[src/rcs_pkg.sv]
// Shared types and constants for the RMS channel selector.
// Depends on nothing; every other source file imports it.
`default_nettype none

package rcs_pkg;

   localparam int CH_BITS         = 6;
   localparam int OUT_CH_BITS     = 7;
   localparam int SAMPLE_W        = 16;
   localparam int SAMPLE_MAX_BITS = 24;
   localparam int MS_BITS         = 40;
   localparam int W_BITS          = 16;
   localparam int THR_BITS        = 16;
   localparam int MASK_BITS       = 64;
   localparam int CSR_IDX_BITS    = 2;

   // Register indexes of the configuration port.
   localparam logic [CSR_IDX_BITS-1:0] CSR_RMS_THRESHOLD = 2'd0;
   localparam logic [CSR_IDX_BITS-1:0] CSR_EMA_WEIGHT    = 2'd1;
   localparam logic [CSR_IDX_BITS-1:0] CSR_CHANNEL_MASK  = 2'd2;

   // Reset values; the threshold is kept squared in Q32.8 (100 * 100 * 256).
   localparam logic [MS_BITS-1:0]   RST_THR_SQ = 40'd2560000;
   localparam logic [W_BITS-1:0]    RST_WEIGHT = 16'd65000;
   localparam logic [MASK_BITS-1:0] RST_MASK   = {MASK_BITS{1'b1}};

   // Unity weight, 1.0 in the 16-bit fraction of the decay weight.
   localparam logic [W_BITS:0] WEIGHT_ONE = 17'd65536;

   typedef struct packed {
      logic [CH_BITS-1:0]         channel;
      logic signed [SAMPLE_W-1:0] sample;
      logic                       last_in_packet;
   } rcs_req_type;

   typedef struct packed {
      logic [OUT_CH_BITS-1:0] selected_channel;
      logic [MS_BITS-1:0]     selected_mean_square;
   } rcs_rsp_type;

   typedef struct packed {
      logic               re;
      logic [CH_BITS-1:0] raddr;
      logic               we;
      logic [CH_BITS-1:0] waddr;
      logic [MS_BITS-1:0] wdata;
      logic               clear;
   } rcs_mem_req_type;

endpackage

`default_nettype wire

[src/rcs_ema_calc.sv]
// Exponential mean-square update: two registered products, then their sum
// scaled down by 2^16. Depends on rcs_pkg.
`default_nettype none

module rcs_ema_calc (
   input  logic                        clock,
   input  logic                        start,
   input  logic [rcs_pkg::MS_BITS-1:0] ema_value,
   input  logic [rcs_pkg::MS_BITS-1:0] sq_value,
   input  logic [rcs_pkg::W_BITS-1:0]  weight,
   output logic [rcs_pkg::MS_BITS-1:0] nv
);
   import rcs_pkg::*;

   localparam int OLD_BITS = W_BITS + MS_BITS;
   localparam int NEW_BITS = W_BITS + 1 + MS_BITS;
   localparam int SUM_BITS = NEW_BITS + 1;

   logic [OLD_BITS-1:0] p_old_ff;
   logic [NEW_BITS-1:0] p_new_ff;
   logic [W_BITS:0]     w_rest;
   logic [SUM_BITS-1:0] sum_w;

   assign w_rest = WEIGHT_ONE - {1'b0, weight};

   always_ff @(posedge clock) begin
      if (start) begin
         p_old_ff <= OLD_BITS'(weight) * OLD_BITS'(ema_value);
         p_new_ff <= NEW_BITS'(w_rest) * NEW_BITS'(sq_value);
      end
   end

   // The weighted sum stays below 2^56, so the result fits 40 bits.
   assign sum_w = SUM_BITS'(p_old_ff) + SUM_BITS'(p_new_ff);
   assign nv    = sum_w[16 +: MS_BITS];

endmodule

`default_nettype wire

[config.mk]
export PLATFORM = sky130hd
export DESIGN_NAME = rcs_ema_calc
export DESIGN_NICKNAME = d
export VERILOG_FILES = /design/src/rcs_pkg.sv /design/src/rcs_ema_calc.sv
export SDC_FILE = /design/constraint.sdc
export NUM_CORES = 2
export LEC_CHECK = 0
export BUFFER_PORTS_ARGS = -buffer_cell sky130_fd_sc_hd__clkbuf_2
export CAP_MARGIN = 15
export CORE_MARGIN = 3
export CORE_UTILIZATION = 37
export CTS_CLUSTER_SIZE = 14
export DETAILED_ROUTE_END_ITERATION = 10
export SLEW_MARGIN = 20
export SYNTH_ARGS = -nofsm -noshare
export SYNTH_HDL_FRONTEND = slang
export SYNTH_SLANG_ARGS = --single-unit
export TNS_END_PERCENT = 100
[constraint.sdc]
create_clock -name clock -period 19.2 [get_ports clock]
set_clock_uncertainty 0.2 [all_clocks]
set_input_delay 0.96 -clock clock [delete_from_list [all_inputs] [get_ports clock]]
set_output_delay 0.96 -clock clock [all_outputs]
set_load 0.02 [all_outputs]
; ---- Word-level counts from Yosys, hierarchy flattened
; Cells that the tools add are included.
[classes]
n_addsub = 2
multipliers = 2
[ops]
columns = operator, n
row1 = 56-bit adder, 1
row2 = 16-bit by 40-bit multiplier with 56-bit output, 1
row3 = 17-bit by 40-bit multiplier with 56-bit output, 1
row4 = 17-bit by 16-bit subtractor with 17-bit output (first input constant), 1
[totals]
register_bits = 112
input_bits = 98
output_inout_bits = 40
elab_cells = 6

; ---- Depth between registers and ports, before layout
[logic_depth]
ltp_word = 2
ltp_mapped = 33
ltp_nobuf = 31

; ---- Worst setup path before layout
; OpenSTA, ideal clock, no wires.
[synth_timing]
path_type = in2reg
start = input port weight[0] (netlist bit)
end = register p_new_ff[53] (data pin)
setup_time_ns = 0.265
arrival_ns = 7.937
required_ns = 18.735
setup_slack_ns = 10.797
cell_stages = 29
path_buffers = 3
path_cell_list = clkbuf_1 > inv_1 > ha_1 > nand2_1 > nor3_1 > nand2_1 > nor3_1 > xnor2_1 > clkbuf_1 > nand2_1 > fa_1 > inv_1 > fa_1 > fa_1 > fa_1 > fa_1 > inv_1 > fa_1 > inv_1 > ha_1 > clkbuf_1 > nand4_1 > or4_1 > a31o_2 > nor3_4 > o31ai_4 > o21bai_2 > a2111oi_0 > or3_1
[synth_via]
elab_chain_len = 2
[synth_rtl]
columns = element, line
row1 = start: declaration, rcs_ema_calc.sv:10  ; input logic [rcs_pkg::W_BITS-1:0] weight,
row2 = 17-bit by 16-bit subtractor with 17-bit output, rcs_ema_calc.sv:24  ; assign w_rest = WEIGHT_ONE - {1'b0, weight};
row3 = 17-bit by 40-bit multiplier with 56-bit output, rcs_ema_calc.sv:29  ; p_new_ff <= NEW_BITS'(w_rest) * NEW_BITS'(sq_value);
row4 = end signal: assignment, rcs_ema_calc.sv:29
row5 = end: declaration, rcs_ema_calc.sv:20  ; logic [NEW_BITS-1:0] p_new_ff;
; No other way between the ends.
; A chain may end at the register's enable or synchronous reset.

; ---- Worst setup path after layout
[layout_timing]
start = input port weight[1] (netlist bit)
end = register p_new_ff[53] (data pin)
; Same word-level chain as after synthesis.

==> run_results.csv <==
group,metric,value,unit
synth,synth_nets,6826,
clock_network,cts_buffers,9,
critical_path,cpMaxStageDelayCell,"fa_1",
routing,dr.first_iter.drc_count,2260,
cells_and_area,nNetsFinal,6715,
synth,synth-async-reset-ratio,0,
sta,setup_tns,0,ns
grt,grt_max_degree,65,
routing,routed_via_density,5.10,
synth,syn_inst,5320,
synth,synthAdderAreaFrac,0.553,
critical_path,max_stage_delay,0.52,ns
placement,dp_hpwl,97900,µm
sta,hold_viol,0,
clock_network,cts_buffer_depth,2,
critical_path,arrival,9.75,ns
routing,routedWlPerCell,18.2,µm
grt,antenna_found_initial,4,
synth,ys_seq_area_frac,0.0719,
floorplan,io_pins,138,
floorplan,die_x,362,µm
critical_path,path_class,"in2reg",
synth,syn_avg_cell_area,8.79,µm²
routing,routed_wl,125000,µm
clock_network,root_buffer,"clkbuf_16",
cells_and_area,final_util,0.394,
floorplan,initial_core_util,0.375,
floorplan,core,125000,µm²
cells_and_area,drive_above_1_share,0.0428,
synth,ys_types,74,
critical_path,path_max_fanout,42,
clock_network,htreeDepth,3,
synth,ys_seq_elements,112,
routing,dr.pass1.iters,6,
sta,drv_slew,0,
routing,ant_nets,0,
grt,grt_overflow,0,
synth,synth_top_family_by_area,"adder cells",
cells_and_area,layout_common_cells,"1248 x inv_1, 1098 x fa_1, 1040 x nand2_1",
sta,whs,0.986,ns
routing,drcViolationCount,0,
run_status,status,"finished clean",
clock_network,clkSinkCount,112,
synth,synth_area,46800,µm²
synth,yosysWarnings,0,
routing,vias,34930,
cells_and_area,areaGrowthSynthToFinish,5.03,%
sta,max_freq,102,MHz
synth,synth_compound_area_frac,0.0607,
clock_network,holdBufCountCts,0,
sta,min_period,9.83,ns
floorplan,die_h,362,µm
critical_path,start_kind,"input port",
synth,synth_edf_count,112,
placement,place_congestion,0.872,
grt,grt.total_usage,0.198,
sta,rsz0062_at_grt,"false",
hold_path,hold_class,"in2reg",
sta,tightest_slew,1.05,ns
synth,synth_xor_xnor_area_share,0.0288,
sta,maxSlewHeadroom,0.298,
synth,synth_flop_cell,"edfxtp_1",
critical_path,worstPathRequired,19.12,ns
clock_network,post_cts_buffers,0,
sta,final-setup-viol-count,0,
critical_path,critPathCaptureType,"flip-flop",
cells_and_area,final_common_cell,"inv_1",
clock_network,clkTransAtPathRegs,0.07,ns
synth,synthMuxAreaShare,0,
job,cap_violations,0,
floorplan,die_area,131000,µm²
grt,grt_pass1_wl,206000,µm
grt,grt_pass1_vias,37659,
synth,synth-simple-area-share,0.162,
placement,io_buffers,137,
clock_network,cts_resized,0,
floorplan,rows,129,
cells_and_area,nFillCells,12678,
clock_network,cts_tree,"done",
sta,fin_crit_sh,0.512,
[state kept, by name, summed over array words and instances (netlist names)]
name / count
p_old_ff: 56
p_new_ff: 56
[synth_stat cells, drive strengths merged (34+ instances only)]
cell       n  area share
inv     1248        0.10
fa      1098        0.47
nand2   1041       0.084
and2     376       0.050
ha       310       0.083
clkbuf   265       0.021
a21oi    156       0.017
edfxtp   112       0.072
xnor2     94       0.018
o21ai     77      0.0084
nor2      76      0.0061
a21o      72       0.012
xor2      60       0.011
nand3     39      0.0042
nand4     34      0.0045
[cell type report]
type | count | area [µm²] | share of cell area
clock inverter | 6 | 83.8 | 0.00171
sequential | 112 | 3360 | 0.0684
antenna | 2 | 5.00 | 0.000102
timing repair buffer | 170 | 938 | 0.0191
inverter | 1248 | 4680 | 0.0953
multi-input combinational | 3668 | 37800 | 0.769
clock buffer | 10 | 229 | 0.00466
tap | 1637 | 2050 | 0.0417
[path summary, 6_finish.rpt]
check    startpoint                     end  slack, ns  cells past startpoint
max       weight[1]  p_new_ff[53]$_DFFE_PP_       9.37                     33
min    ema_value[0]   p_old_ff[0]$_DFFE_PP_       0.99                      2
[per-layer routing]
layer	up-vias	routed length, µm	track usage
met5	-	13	0
met4	2	1930	0.0299
met3	145	7580	0.0271
met2	1009	59800	0.333
met1	18331	55600	0.279
li1	15443	-	-
[cells by family after synthesis]
group                    after synthesis
AND/OR/NAND/NOR                     1665
buffers and inverters               1540
adder cells (fa/ha/maj)             1408
AO/OA/AOI/OAI                        441
XOR/XNOR                             154
flip-flops                           112
[stage by stage]
| step | cells | cell area (µm²) | worst slack, ns |
|---|---|---|---|
| 6_report | 6853 | 49100 | 9.37 |
| 5_1_grt | 6851 | 49100 | 8.75 |
| 4_1_cts | 6851 | 49100 | 9.41 |
| 3_5_place_dp | 6835 | 48800 | 9.06 |
| 3_3_place_gp | 6835 | 48800 | 9.07 |
| 2_1_floorplan | 5320 | 46800 | 10.80 |
[worst max-delay path: cells and delay by family]
family          cells  cell delay [ns]
xor+xnor            1             0.15
simple gates       10             2.65
fa+ha+maj           8             3.56
buf+inv             9             1.27
compound gates      5             1.10
Power is left out: the tool's default activity adds up to more than one toggle a clock period on the data nets, which glitch-free logic cannot reach.
