## src/rcs_pkg.sv

```systemverilog
// Shared types and constants for the RMS channel selector.
// Depends on nothing; every other source file imports it.
`default_nettype none

package rcs_pkg;

   localparam int CH_BITS         = 6;
   localparam int OUT_CH_BITS     = 7;
   localparam int SAMPLE_W        = 16;
   localparam int SAMPLE_MAX_BITS = 24;
   localparam int MS_BITS         = 40;
   localparam int W_BITS          = 16;
   localparam int THR_BITS        = 16;
   localparam int MASK_BITS       = 64;
   localparam int CSR_IDX_BITS    = 2;

   // Register indexes of the configuration port.
   localparam logic [CSR_IDX_BITS-1:0] CSR_RMS_THRESHOLD = 2'd0;
   localparam logic [CSR_IDX_BITS-1:0] CSR_EMA_WEIGHT    = 2'd1;
   localparam logic [CSR_IDX_BITS-1:0] CSR_CHANNEL_MASK  = 2'd2;

   // Reset values; the threshold is kept squared in Q32.8 (100 * 100 * 256).
   localparam logic [MS_BITS-1:0]   RST_THR_SQ = 40'd2560000;
   localparam logic [W_BITS-1:0]    RST_WEIGHT = 16'd65000;
   localparam logic [MASK_BITS-1:0] RST_MASK   = {MASK_BITS{1'b1}};

   // Unity weight, 1.0 in the 16-bit fraction of the decay weight.
   localparam logic [W_BITS:0] WEIGHT_ONE = 17'd65536;

   typedef struct packed {
      logic [CH_BITS-1:0]         channel;
      logic signed [SAMPLE_W-1:0] sample;
      logic                       last_in_packet;
   } rcs_req_type;

   typedef struct packed {
      logic [OUT_CH_BITS-1:0] selected_channel;
      logic [MS_BITS-1:0]     selected_mean_square;
   } rcs_rsp_type;

   typedef struct packed {
      logic               re;
      logic [CH_BITS-1:0] raddr;
      logic               we;
      logic [CH_BITS-1:0] waddr;
      logic [MS_BITS-1:0] wdata;
      logic               clear;
   } rcs_mem_req_type;

endpackage

`default_nettype wire

```

## src/rcs_ema_mem.sv

```systemverilog
// Mean-square store: one synchronous RAM with a registered read port and
// per-entry valid bits. Depends on rcs_pkg.
`default_nettype none

module rcs_ema_mem #(
   parameter int DEPTH = 64
) (
   input  logic                     clock,
   input  logic                     reset,
   input  rcs_pkg::rcs_mem_req_type mem_req,
   input  logic [rcs_pkg::MS_BITS-1:0] thr_sq,
   output logic [rcs_pkg::MS_BITS-1:0] rdata
);
   import rcs_pkg::*;

   localparam int AW = (DEPTH > 1) ? $clog2(DEPTH) : 1;

   logic [MS_BITS-1:0] ram_ff [DEPTH];
   logic [MS_BITS-1:0] rd_data_ff;
   logic               rd_vld_ff;
   logic               rd_vld_in;
   logic [DEPTH-1:0]   vld_ff;
   logic [DEPTH-1:0]   vld_in;

   // An entry that was never written since the last reload holds the
   // threshold squared.
   assign rdata = rd_vld_ff ? rd_data_ff : thr_sq;

   always_comb begin
      vld_in = vld_ff;
      if (mem_req.clear) begin
         vld_in = '0;
      end else if (mem_req.we) begin
         vld_in[mem_req.waddr[AW-1:0]] = 1'b1;
      end
      rd_vld_in = rd_vld_ff;
      if (mem_req.re) begin
         rd_vld_in = vld_ff[mem_req.raddr[AW-1:0]];
      end
   end

   always_ff @(posedge clock) begin
      if (reset) begin
         vld_ff    <= '0;
         rd_vld_ff <= 1'b0;
      end else begin
         vld_ff    <= vld_in;
         rd_vld_ff <= rd_vld_in;
      end
   end

   always_ff @(posedge clock) begin
      if (mem_req.we) begin
         ram_ff[mem_req.waddr[AW-1:0]] <= mem_req.wdata;
      end
      if (mem_req.re) begin
         rd_data_ff <= ram_ff[mem_req.raddr[AW-1:0]];
      end
   end

endmodule

`default_nettype wire

```

## config.mk

```make
export PLATFORM = sky130hd
export DESIGN_NAME = rcs_ema_mem
export DESIGN_NICKNAME = d
export VERILOG_FILES = /design/src/rcs_pkg.sv /design/src/rcs_ema_mem.sv
export SDC_FILE = /design/constraint.sdc
export NUM_CORES = 2
export LEC_CHECK = 0
export BUFFER_PORTS_ARGS = -buffer_cell sky130_fd_sc_hd__clkbuf_2
export CELL_PAD_IN_SITES_DETAIL_PLACEMENT = 1
export CELL_PAD_IN_SITES_GLOBAL_PLACEMENT = 2
export CORE_MARGIN = 3
export CORE_UTILIZATION = 33
export CTS_BUF_LIST = sky130_fd_sc_hd__clkbuf_2
export CTS_CLUSTER_DIAMETER = 50
export CTS_CLUSTER_SIZE = 10
export DETAILED_ROUTE_END_ITERATION = 12
export PLACE_DENSITY_LB_ADDON = 0.1
export SLEW_MARGIN = 5
export SYNTH_ARGS = -nofsm -noshare
export SYNTH_HDL_FRONTEND = slang
export SYNTH_SLANG_ARGS = --single-unit
```

## constraint.sdc

```tcl
create_clock -name clock -period 5.6 [get_ports clock]
set_input_delay 0.84 -clock clock [delete_from_list [all_inputs] [get_ports clock]]
set_output_delay 0.84 -clock clock [all_outputs]
set_load 0.01 [all_outputs]
```

**Word-level counts from Yosys, hierarchy flattened**

Memory sizes are Yosys's and may differ from the RTL's. A register that Yosys moved wholly into a read port is not among the register bits.
Index checks and enable logic that the tools add are counted.

- Bits in registers: 65
- Bits in latches: 0
- Bits in writable memories: 2560
- ROM bits: 0
- Bits of input ports: 97
- Output and inout bits: 40
- Word-level logic and storage cells: 16
- Memories: 1

Memory list:

| memory | words | width | rd ports | clocked after Yosys merged registers in | wr ports | RTL line | RTL |
|---|---|---|---|---|---|---|---|
| ram_ff | 64 | 40 | 1 | 1 | 1 | rcs_ema_mem.sv:18 | `logic [MS_BITS-1:0] ram_ff [DEPTH];` |

- $add $sub $neg: 0
- $mul: 0
- Divide/modulo/power cells: 0
- $lt $le $gt $ge: 3
- Equal/unequal tests: 0
- Shift operators: 0
- Multiplexer cells: 7
- Bitwise logic cells: 1
- Reductions and logical operators: 2

Operators by type and width:

| kind | count |
|---|---|
| $or 64x64->64 | 1 |
| $mux 40 | 1 |
| $lt 6x7->1 const B | 2 |
| $bmux 1 s6 | 1 |
| $demux 1 s6 | 1 |
| $ge 6x1->1 const B | 1 |
| $mux 1 | 4 |
| $reduce_or 2->1 | 1 |
| $logic_and 1x1->1 | 1 |

**Longest topological paths before layout**

- Depth in word-level cells: 5
- Mapped depth: 10
- Mapped depth without buffers: 5

**Worst setup path before layout**

OpenSTA, ideal clock, no wires.

- Path type: input-to-reg
- Start: input port mem_req[47] (netlist bit)
- End: memory ram_ff[40][0], enable pin
- Setup time: 489 ps
- Arrival: 4110 ps
- Data required time: 5111 ps
- Slack: 1001 ps
- Cell stages on the path: 3
- Path buffers: 0
- Cells stage by stage: nor2b_1 > nand3_1 > nor3_1

- Cells in the longest elaborated chain, start to end: 2

Ends and longest elaborated chain:

| element | RTL line | RTL |
|---|---|---|
| start, declared | rcs_ema_mem.sv:10 | `input rcs_pkg::rcs_mem_req_type mem_req,` |
| $mux 1 | rcs_ema_mem.sv:53 | `if (mem_req.we) begin` |
| $mux 1 (not written as such) | rcs_ema_mem.sv:54 | `ram_ff[mem_req.waddr[AW-1:0]] <= mem_req.wdata;` |
| end, declared | rcs_ema_mem.sv:18 |  |

Every way passes these cells.

**Worst setup path after layout**

- Start: register rd_vld_ff
- End: output port rdata[14] (netlist bit)

- Cells in the longest elaborated chain, start to end: 1

Ends and longest elaborated chain:

| element | RTL line | RTL |
|---|---|---|
| start, declared | rcs_ema_mem.sv:20 | `logic rd_vld_ff;` |
| start signal, assigned | rcs_ema_mem.sv:48 | `rd_vld_ff <= rd_vld_in;` |
| $mux 40 | rcs_ema_mem.sv:27 | `assign rdata = rd_vld_ff ? rd_data_ff : thr_sq;` |
| end, declared | rcs_ema_mem.sv:12 | `output logic [rcs_pkg::MS_BITS-1:0] rdata` |

Every way passes these cells.

==> results.md <==
* Result of the run: completed
* Reg-to-Reg Start: ram_ff[62][12]
* Worst hold-check slack at 0.2929 ns
* Path type of the worst setup path: reg2out
* Worst hold path type: in2reg
* Area leader, netlist: sky130_fd_sc_hd__edfxtp_1
* Initial antenna violation count at 23
* CP max FO at 27
* Crit path buffers/inverters at 2
* Clock Root Buffer: sky130_fd_sc_hd__clkbuf_2
* Total Neg Setup Slack at 0 ns
* Final slew viol count at 0
* DRC violations left at 0
* Pwr Density at 306.3 mW/mm²
* Leakage at 34.52 nW
* Peak supply drop at 0.0001538 V
* Number of nets with antenna violations after detailed routing at 0
* Clock-pin slew on the worst setup and hold paths at 0.17 ns
* Number of buffers added on ports at 136
* Starting DRT DRC Count at 4880
* Routed length per instance at 37.41 µm
* H-tree lvl count at 5
* Hold path cells at 2
* Slowest cell delay on critical path at 0.83 ns
* Worst Reg2Reg Path Length in Cells at 6
* Count of endpoints failing setup in the final report at 0
* Type of element launching the critical path: flop
* Final cell count without fillers at 8854
* Number of gates given a new drive strength after cts at 0
* Area added between synthesis and finish at 11.82%
* Detailed Place HPWL at 176300 µm
* Sum of overflow across all layers after global routing at 0
* Clock buffers created by TritonCTS at 356
* First-pass GRT wire length at 450700 µm
* Highest clock frequency the design can meet at 0.2166 GHz
* Share of post-route cells with drive strength above 1 at 38.05%
* Via count of the first global-routing pass at 50750
* Share of the synthesized area in the top cell type at 77.13%
* Unrepaired setup endpoints after global routing: no
* Reg-to-reg setup timing slack at 2.63 ns
* Clock tree from TritonCTS: done
* Core area at 0.3040 mm²
* Arrival time of data at the critical path endpoint at 3.78 ns
* Mapped Nets at 4101
* Initial core utilization at 33.29%
* Cell types occupying the most area after synthesis: sky130_fd_sc_hd__edfxtp_1, sky130_fd_sc_hd__mux4_2, sky130_fd_sc_hd__dfxtp_1
* Clock sink count at 2665
* Sequential-to-total area share from yosys stat at 78.41%
* Die Height at 559.9 µm
* Total routing usage reported by global routing at 20.92%
* Num ports at 137
* Final hold violations at 0
* Layout net count at 4658
* Actual slew at the worst max-slew pin at 1.286 ns
* Synthesized instance count at 4004
* Max capacitance violation total at 0
* Area of the mapped netlist at 0.1012 mm²
* Worst Clk Skew at 0.1853 ns
* 1st-pass router iterations at 5
* Vias per cell at 5.404
* Final weighted congestion of routability-driven global placement at 0.7177
* Yosys warns at 0
* Layout Cell Area excl Fill at 0.1132 mm²
* Filler cell count at 28690
* Number of vias in the routed layout at 47840
* Endpoint of the most critical register-to-register path: rd_data_ff[12]
* Aggregate routed wire length at 331200 µm
* Worst hold path endpoint: ram_ff[39][23]
* Cell family contributing the most delay on the critical path: flip-flops
* Maximum number of pins on one net before global-route repair at 89
* Unique masters post-synth at 35
* Per-instance average area after synthesis at 25.28 µm²
* Total Die Area at 0.3134 mm²
* Yosys reg bits at 2665
* Maximum count of clock buffers along a single path at 4
* Min-delay src: mem_req[24]
* Relative slew slack at 14.04%
* Final period demand of the worst path at 4.617 ns
* Ratio of final minimum period to clock period at 82.45%
* Cell Chain, Critical Path: buf_4 > mux2_2 > clkbuf_2
* Cell Count Post-Placement at 8205
* Clock latency reported for the late side of the worst-skew pair at 1.93 ns
* Post-detailed-placement cell area at 0.1088 mm²
* Worst setup EP type: output port
* Standard-cell rows at 202
* Critical path data required time at 4.76 ns
* Cell with the largest stage delay on the worst path: sky130_fd_sc_hd__dfxtp_4
* Horizontal die dimension at 559.9 µm
[cell usage in the layout (no fill, tap or decap), drive strengths merged, types with 22 or more instances in the layout]
cell type / netlist / routed
clkinvlp: 0 / 22
dfxtp: 65 / 65
mux2i: 24 / 24
mux4: 839 / 839
clkinv: 0 / 88
buf: 113 / 211
edfxtp: 2600 / 2600
mux2: 42 / 42
bufinv: 0 / 26
o21a: 64 / 64
nor2: 65 / 65
dlygate4sd3: 0 / 76
clkbuf: 100 / 527
[logic make-up after synthesis]
kind of cell / after synthesis / synth area share [%]
muxes: 905 / 19.37
and+or+nand+nor: 127 / 0.5698
DFF: 2665 / 78.41
buffers and inverters: 215 / 0.9727
AOI/OAI and AO/OA: 92 / 0.6761
[per-layer routing]
| layer | vias up | routed length, µm | global-route usage, % |
|---|---|---|---|
| met1 | 27350 | 148500 | 29.91 |
| met4 | 4 | 8154 | 5.235 |
| met5 | - | 27 | 0 |
| li1 | 18640 | - | - |
| met3 | 476 | 14470 | 2.747 |
| met2 | 1366 | 160000 | 33.96 |
[where the power goes]
part | leakage [nW] | internal, W | switching (W)
registers | 23.9 | 0.0220 | 0.0000965
logic | 8.18 | 0.000862 | 0.00115
clock network | 2.40 | 0.00332 | 0.00720
total | 34.5 | 0.0262 | 0.00844
[sequential cells by signal (all words and copies together) (netlist names)]
signal / flops
vld_ff: 64
rd_data_ff: 40
ram_ff: 2560
rd_vld_ff: 1
[how the worst max path moves through the flow]
| stage | slack, ns | startpoint | cells past startpoint | end |
|---|---|---|---|---|
| global placement | 1.36 | mem_req[48] | 7 | rd_data_ff[26] |
| global route | 0.57 | rd_vld_ff | 3 | rdata[14] |
| floorplan | 1.00 | mem_req[47] | 3 | ram_ff[40][0] |
| detailed placement | 1.39 | mem_req[48] | 7 | rd_data_ff[26] |
| CTS | 0.55 | rd_vld_ff | 3 | rdata[15] |
| finish | 0.98 | rd_vld_ff | 3 | rdata[14] |
[cells in the mapped netlist, drive strengths merged]
library cell,number
nor2,65
a211o,1
nand3b,2
mux2i,24
edfxtp,2600
a311oi,1
o41ai,1
a311o,2
a31oi,5
nand2,16
o21a,64
buf,113
a211oi,9
clkbuf,100
o31ai,1
or3,1
nor3,5
o22ai,2
nor2b,18
nand2b,5
mux2,42
nand3,9
nor4,2
a22o,1
mux4,839
a21oi,3
dfxtp,65
nand4,3
inv,2
and2,1
a22oi,2
[layout make-up]
type / instances / area (µm²) / area share [%]
tap: 4080 / 5105 / 4.510
antenna: 14 / 35.03 / 0.03095
timing repair buffer: 412 / 3770 / 3.330
clock buffer: 402 / 2012 / 1.777
inverter: 2 / 7.507 / 0.006632
multi-input combinational: 1124 / 21350 / 18.86
clock inverter: 155 / 1541 / 1.362
sequential: 2665 / 79380 / 70.12
[timing repair]
item	in CTS	in global routing
endpoints found under the hold margin	3489	0
hold buffers	78	0
buffers inserted	0	0
[through the flow]
step                      setup WS (ns)  power [W]  utilization [%]
after floorplan                   1.001    0.02363                -
after global placement            1.358    0.02458            35.79
after detailed placement          1.390    0.02461            35.79
final                            0.9830    0.03467            37.23
after global routing             0.5663    0.03612            37.23
after CTS                        0.5517    0.03524            37.22
(Power assumes the default switching activity.)
